## src/rtl/core/cpr_pkg.sv

```systemverilog
// ----------------------------------------------------------------------------
// cpr_pkg
// Shared constants, types and controller/datapath command and status structs for the
// clock (second-chance) page replacement block.
// ----------------------------------------------------------------------------
package cpr_pkg;

  // Sizes of the page space and the frame pool.
  localparam int NUM_PAGES  = 128;
  localparam int MAX_FRAMES = 128;

  // Field and register widths.
  localparam int PAGE_W  = 7;
  localparam int SLOT_W  = 7;
  localparam int COUNT_W = 8;
  localparam int LIMIT_W = 8;
  localparam int HITS_W  = 32;

  // Frame limit after reset.
  localparam logic [LIMIT_W-1:0] LIMIT_RESET = LIMIT_W'(128);

  // Controller states.
  typedef enum logic [1:0] {
    ST_IDLE,
    ST_DECIDE,
    ST_SWEEP
  } cpr_state_t;

  // Commands from the controller to the datapath.
  typedef struct packed {
    logic load_page;
    logic do_hit;
    logic do_fill;
    logic sweep_start;
    logic sweep_step;
    logic do_evict;
  } cpr_cmd_t;

  // Status from the datapath to the controller.
  typedef struct packed {
    logic page_hit;
    logic can_fill;
    logic victim_ref;
    logic out_free;
  } cpr_status_t;

endpackage

```

## src/rtl/core/cpr_page_if.sv

```systemverilog
// ----------------------------------------------------------------------------
// cpr_page_if
// Request channel: one page reference per word.
// ----------------------------------------------------------------------------
interface cpr_page_if;
  logic                       valid;
  logic                       ready;
  logic [cpr_pkg::PAGE_W-1:0] page_number;

  modport source (output valid, output page_number, input ready);
  modport sink   (input valid, input page_number, output ready);
endinterface

```

## src/rtl/core/cpr_result_if.sv

```systemverilog
// ----------------------------------------------------------------------------
// cpr_result_if
// Response channel: one replacement result per word.
// ----------------------------------------------------------------------------
interface cpr_result_if;
  logic                       valid;
  logic                       ready;
  logic                       hit;
  logic                       evicted;
  logic [cpr_pkg::PAGE_W-1:0] victim_page;
  logic [cpr_pkg::SLOT_W-1:0] frame_slot;
  logic [cpr_pkg::HITS_W-1:0] hit_count;

  modport source (output valid, output hit, output evicted, output victim_page,
                  output frame_slot, output hit_count, input ready);
  modport sink   (input valid, input hit, input evicted, input victim_page,
                  input frame_slot, input hit_count, output ready);
endinterface

```

## src/rtl/core/cpr_cfg_if.sv

```systemverilog
// ----------------------------------------------------------------------------
// cpr_cfg_if
// Configuration write channel for the frame limit register.
// ----------------------------------------------------------------------------
interface cpr_cfg_if;
  logic                        valid;
  logic                        ready;
  logic [cpr_pkg::LIMIT_W-1:0] frame_limit;

  modport source (output valid, output frame_limit, input ready);
  modport sink   (input valid, input frame_limit, output ready);
endinterface

```

## src/rtl/core/clock_page_replacement.sv

```systemverilog
// ----------------------------------------------------------------------------
// clock_page_replacement
// Hits and fills are answered from the decide state. A miss with all frames
// in use starts a sweep: the hand clears referenced frames, at most as many
// as are in use, until it reaches an unreferenced one, which is evicted.
// One word at a time: a new word is taken only once the result of the last
// one has been written; the sweep reads the frame RAM once a cycle. Reset
// (synchronous, active high) clears all page bits, hand and counters.
// ----------------------------------------------------------------------------
module clock_page_replacement (
  input  logic  clk,
  input  logic  rst,
  cpr_page_if.sink     req,
  cpr_result_if.source rsp,
  cpr_cfg_if.sink      cfg
);

  cpr_pkg::cpr_cmd_t    cmd;
  cpr_pkg::cpr_status_t status;

  // The frame limit register takes writes at any time.
  assign cfg.ready = 1'b1;

  // Controller.
  cpr_ctrl u_ctrl (
    .clk       (clk),
    .rst       (rst),
    .req_valid (req.valid),
    .req_ready (req.ready),
    .status    (status),
    .cmd       (cmd)
  );

  // Datapath.
  cpr_datapath u_datapath (
    .clk             (clk),
    .rst             (rst),
    .cmd             (cmd),
    .status          (status),
    .page_number     (req.page_number),
    .cfg_valid       (cfg.valid),
    .cfg_frame_limit (cfg.frame_limit),
    .out_valid       (rsp.valid),
    .out_ready       (rsp.ready),
    .out_hit         (rsp.hit),
    .out_evicted     (rsp.evicted),
    .out_victim_page (rsp.victim_page),
    .out_frame_slot  (rsp.frame_slot),
    .out_hit_count   (rsp.hit_count)
  );

  // At most one datapath action per cycle.
  assert property (@(posedge clk) disable iff (rst)
    $onehot0({cmd.do_hit, cmd.do_fill, cmd.do_evict, cmd.sweep_start, cmd.sweep_step}))
    else $error("conflicting datapath commands");

  // A result is only written when the result register can take it.
  assert property (@(posedge clk) disable iff (rst)
    (cmd.do_hit || cmd.do_fill || cmd.do_evict) |-> status.out_free)
    else $error("result register overwritten");

  // A new request is not taken while one is in progress.
  assert property (@(posedge clk) disable iff (rst)
    (req.valid && req.ready) |=> !req.ready)
    else $error("request accepted while busy");

  // A sweep step is always followed by more sweep work, never by a new request.
  assert property (@(posedge clk) disable iff (rst)
    cmd.sweep_step |=> (!req.ready && !cmd.do_hit && !cmd.do_fill))
    else $error("sweep left early");

endmodule

```

## src/rtl/core/cpr_ram.sv

```systemverilog
// ----------------------------------------------------------------------------
// cpr_ram
// Generic single-write, single-read RAM with registered read data.
// ----------------------------------------------------------------------------
module cpr_ram #(
  parameter int WIDTH = 8,
  parameter int DEPTH = 16,
  localparam int AW = (DEPTH > 1) ? $clog2(DEPTH) : 1
) (
  input  logic             clk,
  input  logic             wr_en,
  input  logic [AW-1:0]    wr_addr,
  input  logic [WIDTH-1:0] wr_data,
  input  logic             rd_en,
  input  logic [AW-1:0]    rd_addr,
  output logic [WIDTH-1:0] rd_data
);

  logic [WIDTH-1:0] mem [DEPTH];

  // Write port and registered read port.
  always_ff @(posedge clk) begin
    if (wr_en) begin
      mem[wr_addr] <= wr_data;
    end
    if (rd_en) begin
      rd_data <= mem[rd_addr];
    end
  end

endmodule

```

## src/rtl/core/cpr_ctrl.sv

```systemverilog
// ----------------------------------------------------------------------------
// cpr_ctrl
// Controller: sequences lookup, fill and the clock sweep for one reference.
// ----------------------------------------------------------------------------
module cpr_ctrl (
  input  logic                 clk,
  input  logic                 rst,
  input  logic                 req_valid,
  output logic                 req_ready,
  input  cpr_pkg::cpr_status_t status,
  output cpr_pkg::cpr_cmd_t    cmd
);

  cpr_pkg::cpr_state_t state;
  cpr_pkg::cpr_state_t state_next;

  // State register.
  always_ff @(posedge clk) begin
    if (rst) begin
      state <= cpr_pkg::ST_IDLE;
    end else begin
      state <= state_next;
    end
  end

  // Next state.
  always_comb begin
    state_next = state;
    case (state)
      cpr_pkg::ST_IDLE: begin
        if (req_valid) begin
          state_next = cpr_pkg::ST_DECIDE;
        end
      end
      cpr_pkg::ST_DECIDE: begin
        if (status.page_hit || status.can_fill) begin
          if (status.out_free) begin
            state_next = cpr_pkg::ST_IDLE;
          end
        end else begin
          state_next = cpr_pkg::ST_SWEEP;
        end
      end
      cpr_pkg::ST_SWEEP: begin
        if (!status.victim_ref && status.out_free) begin
          state_next = cpr_pkg::ST_IDLE;
        end
      end
      default: begin
        state_next = cpr_pkg::ST_IDLE;
      end
    endcase
  end

  // Outputs: handshake and datapath commands.
  always_comb begin
    req_ready = 1'b0;
    cmd       = '0;
    case (state)
      cpr_pkg::ST_IDLE: begin
        req_ready     = 1'b1;
        cmd.load_page = req_valid;
      end
      cpr_pkg::ST_DECIDE: begin
        if (status.page_hit) begin
          cmd.do_hit = status.out_free;
        end else if (status.can_fill) begin
          cmd.do_fill = status.out_free;
        end else begin
          cmd.sweep_start = 1'b1;
        end
      end
      cpr_pkg::ST_SWEEP: begin
        if (status.victim_ref) begin
          cmd.sweep_step = 1'b1;
        end else begin
          cmd.do_evict = status.out_free;
        end
      end
      default: begin
        req_ready = 1'b0;
      end
    endcase
  end

endmodule

```

## src/rtl/core/cpr_datapath.sv

```systemverilog
// ----------------------------------------------------------------------------
// cpr_datapath
// Page tables, frame memory, clock hand, hit counter and the result register.
// ----------------------------------------------------------------------------
module cpr_datapath (
  input  logic                        clk,
  input  logic                        rst,
  input  cpr_pkg::cpr_cmd_t           cmd,
  output cpr_pkg::cpr_status_t        status,
  input  logic [cpr_pkg::PAGE_W-1:0]  page_number,
  input  logic                        cfg_valid,
  input  logic [cpr_pkg::LIMIT_W-1:0] cfg_frame_limit,
  output logic                        out_valid,
  input  logic                        out_ready,
  output logic                        out_hit,
  output logic                        out_evicted,
  output logic [cpr_pkg::PAGE_W-1:0]  out_victim_page,
  output logic [cpr_pkg::SLOT_W-1:0]  out_frame_slot,
  output logic [cpr_pkg::HITS_W-1:0]  out_hit_count
);

  localparam int PW = cpr_pkg::PAGE_W;
  localparam int SW = cpr_pkg::SLOT_W;
  localparam int CW = cpr_pkg::COUNT_W;
  localparam int LW = cpr_pkg::LIMIT_W;
  localparam int HW = cpr_pkg::HITS_W;

  logic [cpr_pkg::NUM_PAGES-1:0] present;
  logic [cpr_pkg::NUM_PAGES-1:0] referenced;
  logic [PW-1:0]                 page;
  logic [LW-1:0]                 frame_limit;
  logic [CW-1:0]                 frames_used;
  logic [SW-1:0]                 clock_hand;
  logic [SW-1:0]                 sweep_hand;
  logic [HW-1:0]                 hits;
  logic [HW-1:0]                 hits_next;
  logic [CW-1:0]                 eff_limit;
  logic [SW-1:0]                 hand_start;
  logic [SW-1:0]                 hand_adv;
  logic [PW-1:0]                 victim;
  logic                          ram_wr_en;
  logic [SW-1:0]                 ram_wr_addr;
  logic                          ram_rd_en;
  logic [SW-1:0]                 ram_rd_addr;

  // Effective frame limit: zero means one, clamp to the frame pool size.
  always_comb begin
    if (frame_limit == '0) begin
      eff_limit = CW'(1);
    end else if (CW'(frame_limit) > CW'(cpr_pkg::MAX_FRAMES)) begin
      eff_limit = CW'(cpr_pkg::MAX_FRAMES);
    end else begin
      eff_limit = CW'(frame_limit);
    end
  end

  // Hand positions on the ring of occupied frames.
  assign hand_start = (CW'(clock_hand) >= frames_used) ? '0 : clock_hand;
  assign hand_adv   = (CW'(sweep_hand) + CW'(1) == frames_used) ? '0
                                                                : sweep_hand + SW'(1);

  // Saturating hit counter increment.
  assign hits_next = (hits == '1) ? hits : hits + HW'(1);

  // Status to the controller.
  assign status.page_hit   = present[page];
  assign status.can_fill   = (frames_used < eff_limit);
  assign status.victim_ref = referenced[victim];
  assign status.out_free   = !out_valid || out_ready;

  // Frame memory: filled in order, rewritten on eviction, read by the sweep.
  assign ram_wr_en   = cmd.do_fill || cmd.do_evict;
  assign ram_wr_addr = cmd.do_fill ? frames_used[SW-1:0] : sweep_hand;
  assign ram_rd_en   = cmd.sweep_start || cmd.sweep_step;
  assign ram_rd_addr = cmd.sweep_start ? hand_start : hand_adv;

  cpr_ram #(
    .WIDTH (PW),
    .DEPTH (cpr_pkg::MAX_FRAMES)
  ) u_frame_ram (
    .clk     (clk),
    .wr_en   (ram_wr_en),
    .wr_addr (ram_wr_addr),
    .wr_data (page),
    .rd_en   (ram_rd_en),
    .rd_addr (ram_rd_addr),
    .rd_data (victim)
  );

  // Captured page reference.
  always_ff @(posedge clk) begin
    if (cmd.load_page) begin
      page <= page_number;
    end
  end

  // Frame limit register.
  always_ff @(posedge clk) begin
    if (rst) begin
      frame_limit <= cpr_pkg::LIMIT_RESET;
    end else if (cfg_valid) begin
      frame_limit <= cfg_frame_limit;
    end
  end

  // Per-page present and referenced bits.
  always_ff @(posedge clk) begin
    if (rst) begin
      present    <= '0;
      referenced <= '0;
    end else begin
      if (cmd.do_hit) begin
        referenced[page] <= 1'b1;
      end
      if (cmd.sweep_step) begin
        referenced[victim] <= 1'b0;
      end
      if (cmd.do_evict) begin
        present[victim]    <= 1'b0;
        referenced[victim] <= 1'b0;
      end
      if (cmd.do_fill || cmd.do_evict) begin
        present[page]    <= 1'b1;
        referenced[page] <= 1'b0;
      end
    end
  end

  // Fill count, clock hand, sweep position and hit counter.
  always_ff @(posedge clk) begin
    if (rst) begin
      frames_used <= '0;
      clock_hand  <= '0;
      sweep_hand  <= '0;
      hits        <= '0;
    end else begin
      if (cmd.do_fill) begin
        frames_used <= frames_used + CW'(1);
      end
      if (cmd.sweep_start) begin
        sweep_hand <= hand_start;
      end else if (cmd.sweep_step) begin
        sweep_hand <= hand_adv;
      end
      if (cmd.do_evict) begin
        clock_hand <= hand_adv;
      end
      if (cmd.do_hit) begin
        hits <= hits_next;
      end
    end
  end

  // Result valid flag.
  always_ff @(posedge clk) begin
    if (rst) begin
      out_valid <= 1'b0;
    end else if (cmd.do_hit || cmd.do_fill || cmd.do_evict) begin
      out_valid <= 1'b1;
    end else if (out_ready) begin
      out_valid <= 1'b0;
    end
  end

  // Result payload.
  always_ff @(posedge clk) begin
    if (cmd.do_hit) begin
      out_hit         <= 1'b1;
      out_evicted     <= 1'b0;
      out_victim_page <= '0;
      out_frame_slot  <= '0;
      out_hit_count   <= hits_next;
    end else if (cmd.do_fill) begin
      out_hit         <= 1'b0;
      out_evicted     <= 1'b0;
      out_victim_page <= '0;
      out_frame_slot  <= frames_used[SW-1:0];
      out_hit_count   <= hits;
    end else if (cmd.do_evict) begin
      out_hit         <= 1'b0;
      out_evicted     <= 1'b1;
      out_victim_page <= victim;
      out_frame_slot  <= sweep_hand;
      out_hit_count   <= hits;
    end
  end

endmodule

```

## src/flat_wrapper.sv

```systemverilog
// flat-port wrapper written by rule: the top's interface ports become plain ports
module clock_page_replacement_flat 
  (clk, rst, req_valid, req_page_number, req_ready, rsp_valid, rsp_hit, rsp_evicted, rsp_victim_page, rsp_frame_slot, rsp_hit_count, rsp_ready, cfg_valid, cfg_frame_limit, cfg_ready);
  cpr_page_if req_i ();
  cpr_result_if rsp_i ();
  cpr_cfg_if cfg_i ();
  input  logic clk;
  input  logic rst;
  input wire logic [$bits(req_i.valid)-1:0] req_valid;
  input wire logic [$bits(req_i.page_number)-1:0] req_page_number;
  output wire logic [$bits(req_i.ready)-1:0] req_ready;
  output wire logic [$bits(rsp_i.valid)-1:0] rsp_valid;
  output wire logic [$bits(rsp_i.hit)-1:0] rsp_hit;
  output wire logic [$bits(rsp_i.evicted)-1:0] rsp_evicted;
  output wire logic [$bits(rsp_i.victim_page)-1:0] rsp_victim_page;
  output wire logic [$bits(rsp_i.frame_slot)-1:0] rsp_frame_slot;
  output wire logic [$bits(rsp_i.hit_count)-1:0] rsp_hit_count;
  input wire logic [$bits(rsp_i.ready)-1:0] rsp_ready;
  input wire logic [$bits(cfg_i.valid)-1:0] cfg_valid;
  input wire logic [$bits(cfg_i.frame_limit)-1:0] cfg_frame_limit;
  output wire logic [$bits(cfg_i.ready)-1:0] cfg_ready;
  assign req_i.valid = req_valid;
  assign req_i.page_number = req_page_number;
  assign req_ready = req_i.ready;
  assign rsp_valid = rsp_i.valid;
  assign rsp_hit = rsp_i.hit;
  assign rsp_evicted = rsp_i.evicted;
  assign rsp_victim_page = rsp_i.victim_page;
  assign rsp_frame_slot = rsp_i.frame_slot;
  assign rsp_hit_count = rsp_i.hit_count;
  assign rsp_i.ready = rsp_ready;
  assign cfg_i.valid = cfg_valid;
  assign cfg_i.frame_limit = cfg_frame_limit;
  assign cfg_ready = cfg_i.ready;
  clock_page_replacement u_core (.clk(clk), .rst(rst), .req(req_i), .rsp(rsp_i), .cfg(cfg_i));
endmodule
```

## config.mk

```make
export PLATFORM = sky130hd
export DESIGN_NAME = clock_page_replacement_flat
export DESIGN_NICKNAME = d
export VERILOG_FILES = /design/src/rtl/core/cpr_pkg.sv /design/src/rtl/core/cpr_page_if.sv /design/src/rtl/core/cpr_result_if.sv /design/src/rtl/core/cpr_cfg_if.sv /design/src/rtl/core/clock_page_replacement.sv /design/src/rtl/core/cpr_ram.sv /design/src/rtl/core/cpr_ctrl.sv /design/src/rtl/core/cpr_datapath.sv /design/src/flat_wrapper.sv
export SDC_FILE = /design/constraint.sdc
export NUM_CORES = 2
export LEC_CHECK = 0
export BUFFER_PORTS_ARGS = -buffer_cell sky130_fd_sc_hd__buf_2
export CORE_MARGIN = 10
export CORE_UTILIZATION = 25
export CTS_CLUSTER_SIZE = 8
export DETAILED_ROUTE_END_ITERATION = 10
export PLACE_DENSITY = 0.36
export SLEW_MARGIN = 25
export SYNTH_ARGS = -nofsm -noshare
export SYNTH_HDL_FRONTEND = slang
export SYNTH_SLANG_ARGS = --single-unit
```

## constraint.sdc

```tcl
create_clock -name clk -period 6.93 [get_ports clk]
set_clock_uncertainty 0.1 [all_clocks]
set_input_delay 0.3465 -clock clk [delete_from_list [all_inputs] [get_ports clk]]
set_output_delay 0.3465 -clock clk [all_outputs]
set_load 0.005 [all_outputs]
```

==> results.md <==
* Share of the clock period used by the worst path after layout at 0.9201
* Avg Synthesized Cell Area at 11.97 um^2
* Cell area after technology mapping at 0.05382 mm^2
* Synth Flop Type: edfxtp_1
* Count of endpoints failing hold in the final timing report at 0
* Area share of the leading cell type in the synthesized netlist at 0.5256
* Worst R2R End: u_core.u_datapath.u_frame_ram.rd_data[3]$_DFFE_PP_
* Most instantiated cells after synthesis: edfxtp_1 (942), nand2_1 (601), a21oi_1 (475)
* Fraction of layout instances using a drive strength above 1 at 0.1221
* Final worst-path setup slack at 0.5534 ns
* Row count at 170
* Maximum fanout count along the critical path at 23
* Count of buffers inserted at the top-level ports at 69
* Number of endpoints failing setup at the final stage at 0
* Fin cells at 7527
* Result of the run: finished clean
* Global-route total usage across every layer at 0.1607
* Crit path required time at 7.47 ns
* Clock latency of the later-clocked register in the worst-skew pair at 0.82 ns
* TritonCTS clock tree: built
* Clk sinks at 1279
* Clock buffer count from CTS at 179
* Die H at 484.0 um
* Summed negative setup slack over all endpoints at 0 ns
* Number of unique standard cell types used by synthesis at 82
* P&R area growth vs syn at 17.83%
* Htree depth at 4
* Hold path endpoint: u_core.u_datapath.page[4]$_DFFE_PP_
* Final #Nets at 4665
* Average vias per placed instance at 4.953
* DP Cell Count at 7250
* Min-Delay Startpoint: req_page_number[4]
* Crit path time final at 6.377 ns
* CP endpoint kind: flip-flop
* Signal arrival time at the worst endpoint at 6.91 ns
* Post-synthesis register bit count at 1279
* First DRT Iteration DRCs at 2909
* Starting density of the core at 0.2510
* Post-DP HPWL at 120.9 mm
* Register clock-pin slew on the reported worst setup and hold paths at 0.06 ns
* Depth of the worst hold-timing path at 2
* Slew at the pin closest to its max-slew limit at 1.108 ns
* Worst reg-to-reg path cell count at 14
* Antenna violations before repair at 8
* Num ports at 71
* Die width at 484.0 um
* Most numerous cell in the Yosys netlist: edfxtp_1
* Nets in the synthesized netlist at 4534
* Placer's final routability congestion estimate at 0.7979
* Share of synthesized flip-flops with an asynchronous set or reset at 0
* Reported leakage power at 20.65 nW
* Detail-routed net length per standard cell at 25.88 um
* Min Hold Slack at 0.1409 ns
* Startpoint kind of the worst setup timing path: flip-flop
* Worst r2r src: u_core.u_datapath.page[2]$_DFFE_PP_
* RSZ-0062 raised after global routing: false
* GR Overflow Total at 0
* Vias in the first global route at 37130
* Highest attainable clock frequency at 0.1568 GHz
* Power density of the placed cells at 284.7 mW/mm^2
* Pre-Repair DR Iteration Count at 5
* Post-DRT Antenna Nets at 0
* Number of buffers between clock root and the deepest sink at 3
* Post-Syn Instances at 4497
* Number of post-CTS setup repair buffers at 0
* Cell at the root of the clock tree: clkbuf_16
* Sum of routed wire length over all layers at 194.8 mm
* Warnings from Yosys at 0
* Post-place setup slack at 0.3427 ns
* DRC viols at 0
* Overall die area at 0.2342 mm^2
* Cell accounting for the most synthesized area: edfxtp_1
* Pin count of the biggest net entering global routing at 212
* First-pass GRT wire length at 280.0 mm
* Fraction of the yosys area taken by sequential cells at 0.6510
* Total of max-cap violations at 0
* Count of flip-flops with a built-in enable after synthesis at 942
* Top cells by area in the synthesized netlist: edfxtp_1 (53%), dfxtp_1 (13%), mux2i_1 (5.1%)
* Kind of path behind the tightest hold check: in2reg
* Max_slew headroom at 0.2612
* Total number of vias at 37280
* Floorplan core area at 0.2144 mm^2
* Max-slew violation count at 0
* Worst Setup Path Type: reg2reg
* Register-to-register setup slack at 0.55 ns
* Maximum vdd ir drop at 202.3 uV
through the flow:
step | power [mW] | area, um^2 | util
after floorplan | 9.433 | 53820 | -
after global placement | 10.13 | 58090 | 0.2709
after detailed placement | 10.12 | 58120 | 0.2711
after CTS | 18.32 | 63390 | 0.2957
after global routing | 18.69 | 63400 | 0.2957
final | 18.05 | 63410 | 0.2957
worst max-delay path by stage:
stage,end,depth (start not counted),startpoint
5_1_grt,u_core.u_datapath.u_frame_ram.rd_data[3]$_DFFE_PP_,16,u_core.u_datapath.page[2]$_DFFE_PP_
6_report,u_core.u_datapath.u_frame_ram.rd_data[3]$_DFFE_PP_,14,u_core.u_datapath.page[2]$_DFFE_PP_
2_1_floorplan,u_core.u_datapath.u_frame_ram.mem[81][0]$_DFFE_PP_,15,u_core.u_datapath.page[2]$_DFFE_PP_
4_1_cts,u_core.u_datapath.u_frame_ram.rd_data[1]$_DFFE_PP_,15,u_core.u_datapath.page[2]$_DFFE_PP_
3_3_place_gp,u_core.u_datapath.u_frame_ram.rd_data[1]$_DFFE_PP_,15,u_core.u_datapath.page[2]$_DFFE_PP_
3_5_place_dp,u_core.u_datapath.u_frame_ram.rd_data[1]$_DFFE_PP_,15,u_core.u_datapath.page[2]$_DFFE_PP_
kinds of logic (layout without fill, tap and decap cells):
logic type / Yosys count / in the layout / synth area share
muxes: 346 / 346 / 0.07028
xor gates and xnor gates: 52 / 52 / 0.008463
AOI/OAI and AO/OA: 1149 / 1149 / 0.1322
adders and majority gates: 17 / 17 / 0.003952
other: 1 / 4 / 0.00006968
and+or+nand+nor: 1301 / 1301 / 0.1051
DFF: 1279 / 1279 / 0.6510
buffers and inverters: 352 / 541 / 0.02897
layer usage:
metal | GRT usage | routed length [um] | up-vias
li1 | - | - | 16980
met1 | 0.2307 | 94070 | 19080
met2 | 0.2504 | 87520 | 955
met3 | 0.02460 | 8418 | 272
met4 | 0.04407 | 4809 | 0
met5 | 0 | 0 | -
state kept, by name, summed over array words and instances, names as in the netlist, 8 cells and up:
| register | cells |
|---|---|
| u_core.u_datapath.u_frame_ram.mem | 896 |
| u_core.u_datapath.frame_limit | 8 |
| u_core.u_datapath.hits | 32 |
| u_core.u_datapath.present | 128 |
| u_core.u_datapath.out_hit_count | 32 |
| u_core.u_datapath.referenced | 128 |
| u_core.u_datapath.frames_used | 8 |
cell type report:
cell class / count / area [um^2]
Clock inverter: 16 / 266.5
Fill cell: 21840 / 151000
Sequential cell: 1279 / 35030
Clock buffer: 223 / 4654
Antenna cell: 3 / 7.507
Tap cell: 2838 / 3551
Timing Repair Buffer: 280 / 2389
Multi-Input combinational cell: 2866 / 17420
Inverter: 22 / 82.58
cell usage in the layout (no fill, tap or decap), types with 20 or more instances in the layout:
cell           instances
o21ai_0              277
and2_1                45
mux4_2                20
nor2_1               389
clkbuf_1              43
buf_12                27
a221oi_1              92
mux2_2                41
clkbuf_16            179
nand2_1              599
a211oi_1              23
dfxtp_1              337
buf_2                 68
a32oi_1               77
o21a_1                22
nor4_1                20
a21oi_1              473
dlygate4sd3_1         35
a31oi_1               23
nor3_1                22
edfxtp_1             942
xnor2_1               35
nand3_1               54
and3_1                28
buf_4                147
mux2i_1              272
nor2b_1               23
timing repair:
action,4_1_cts,5_1_grt
hold endpoints to repair,42,0
hold buffers,35,0
resized for setup,0,1
endpoints found under the setup margin,0,1
worst max-delay path, cell delays in order (launching register included):
cell and delay (ns):
edfxtp_1 0.79, buf_4 0.43, inv_2 0.17, a221oi_1 0.24
o21ai_0 0.18, a22oi_1 0.26, nand4_1 0.18, and4b_1 0.56
nand2_4 0.28, mux2i_2 0.82, nor2_1 0.44, a32o_1 0.34
a221oi_1 0.53, a41oi_1 0.50, nor4b_2 0.33
power by group:
group / internal (mW) / total (mW) / switching, mW
Combinational: 0.510 / 1.61 / 1.10
Sequential: 8.30 / 8.35 / 0.0554
Clock: 4.69 / 8.09 / 3.40
No activity file was read; power rests on OpenSTA's default activity.
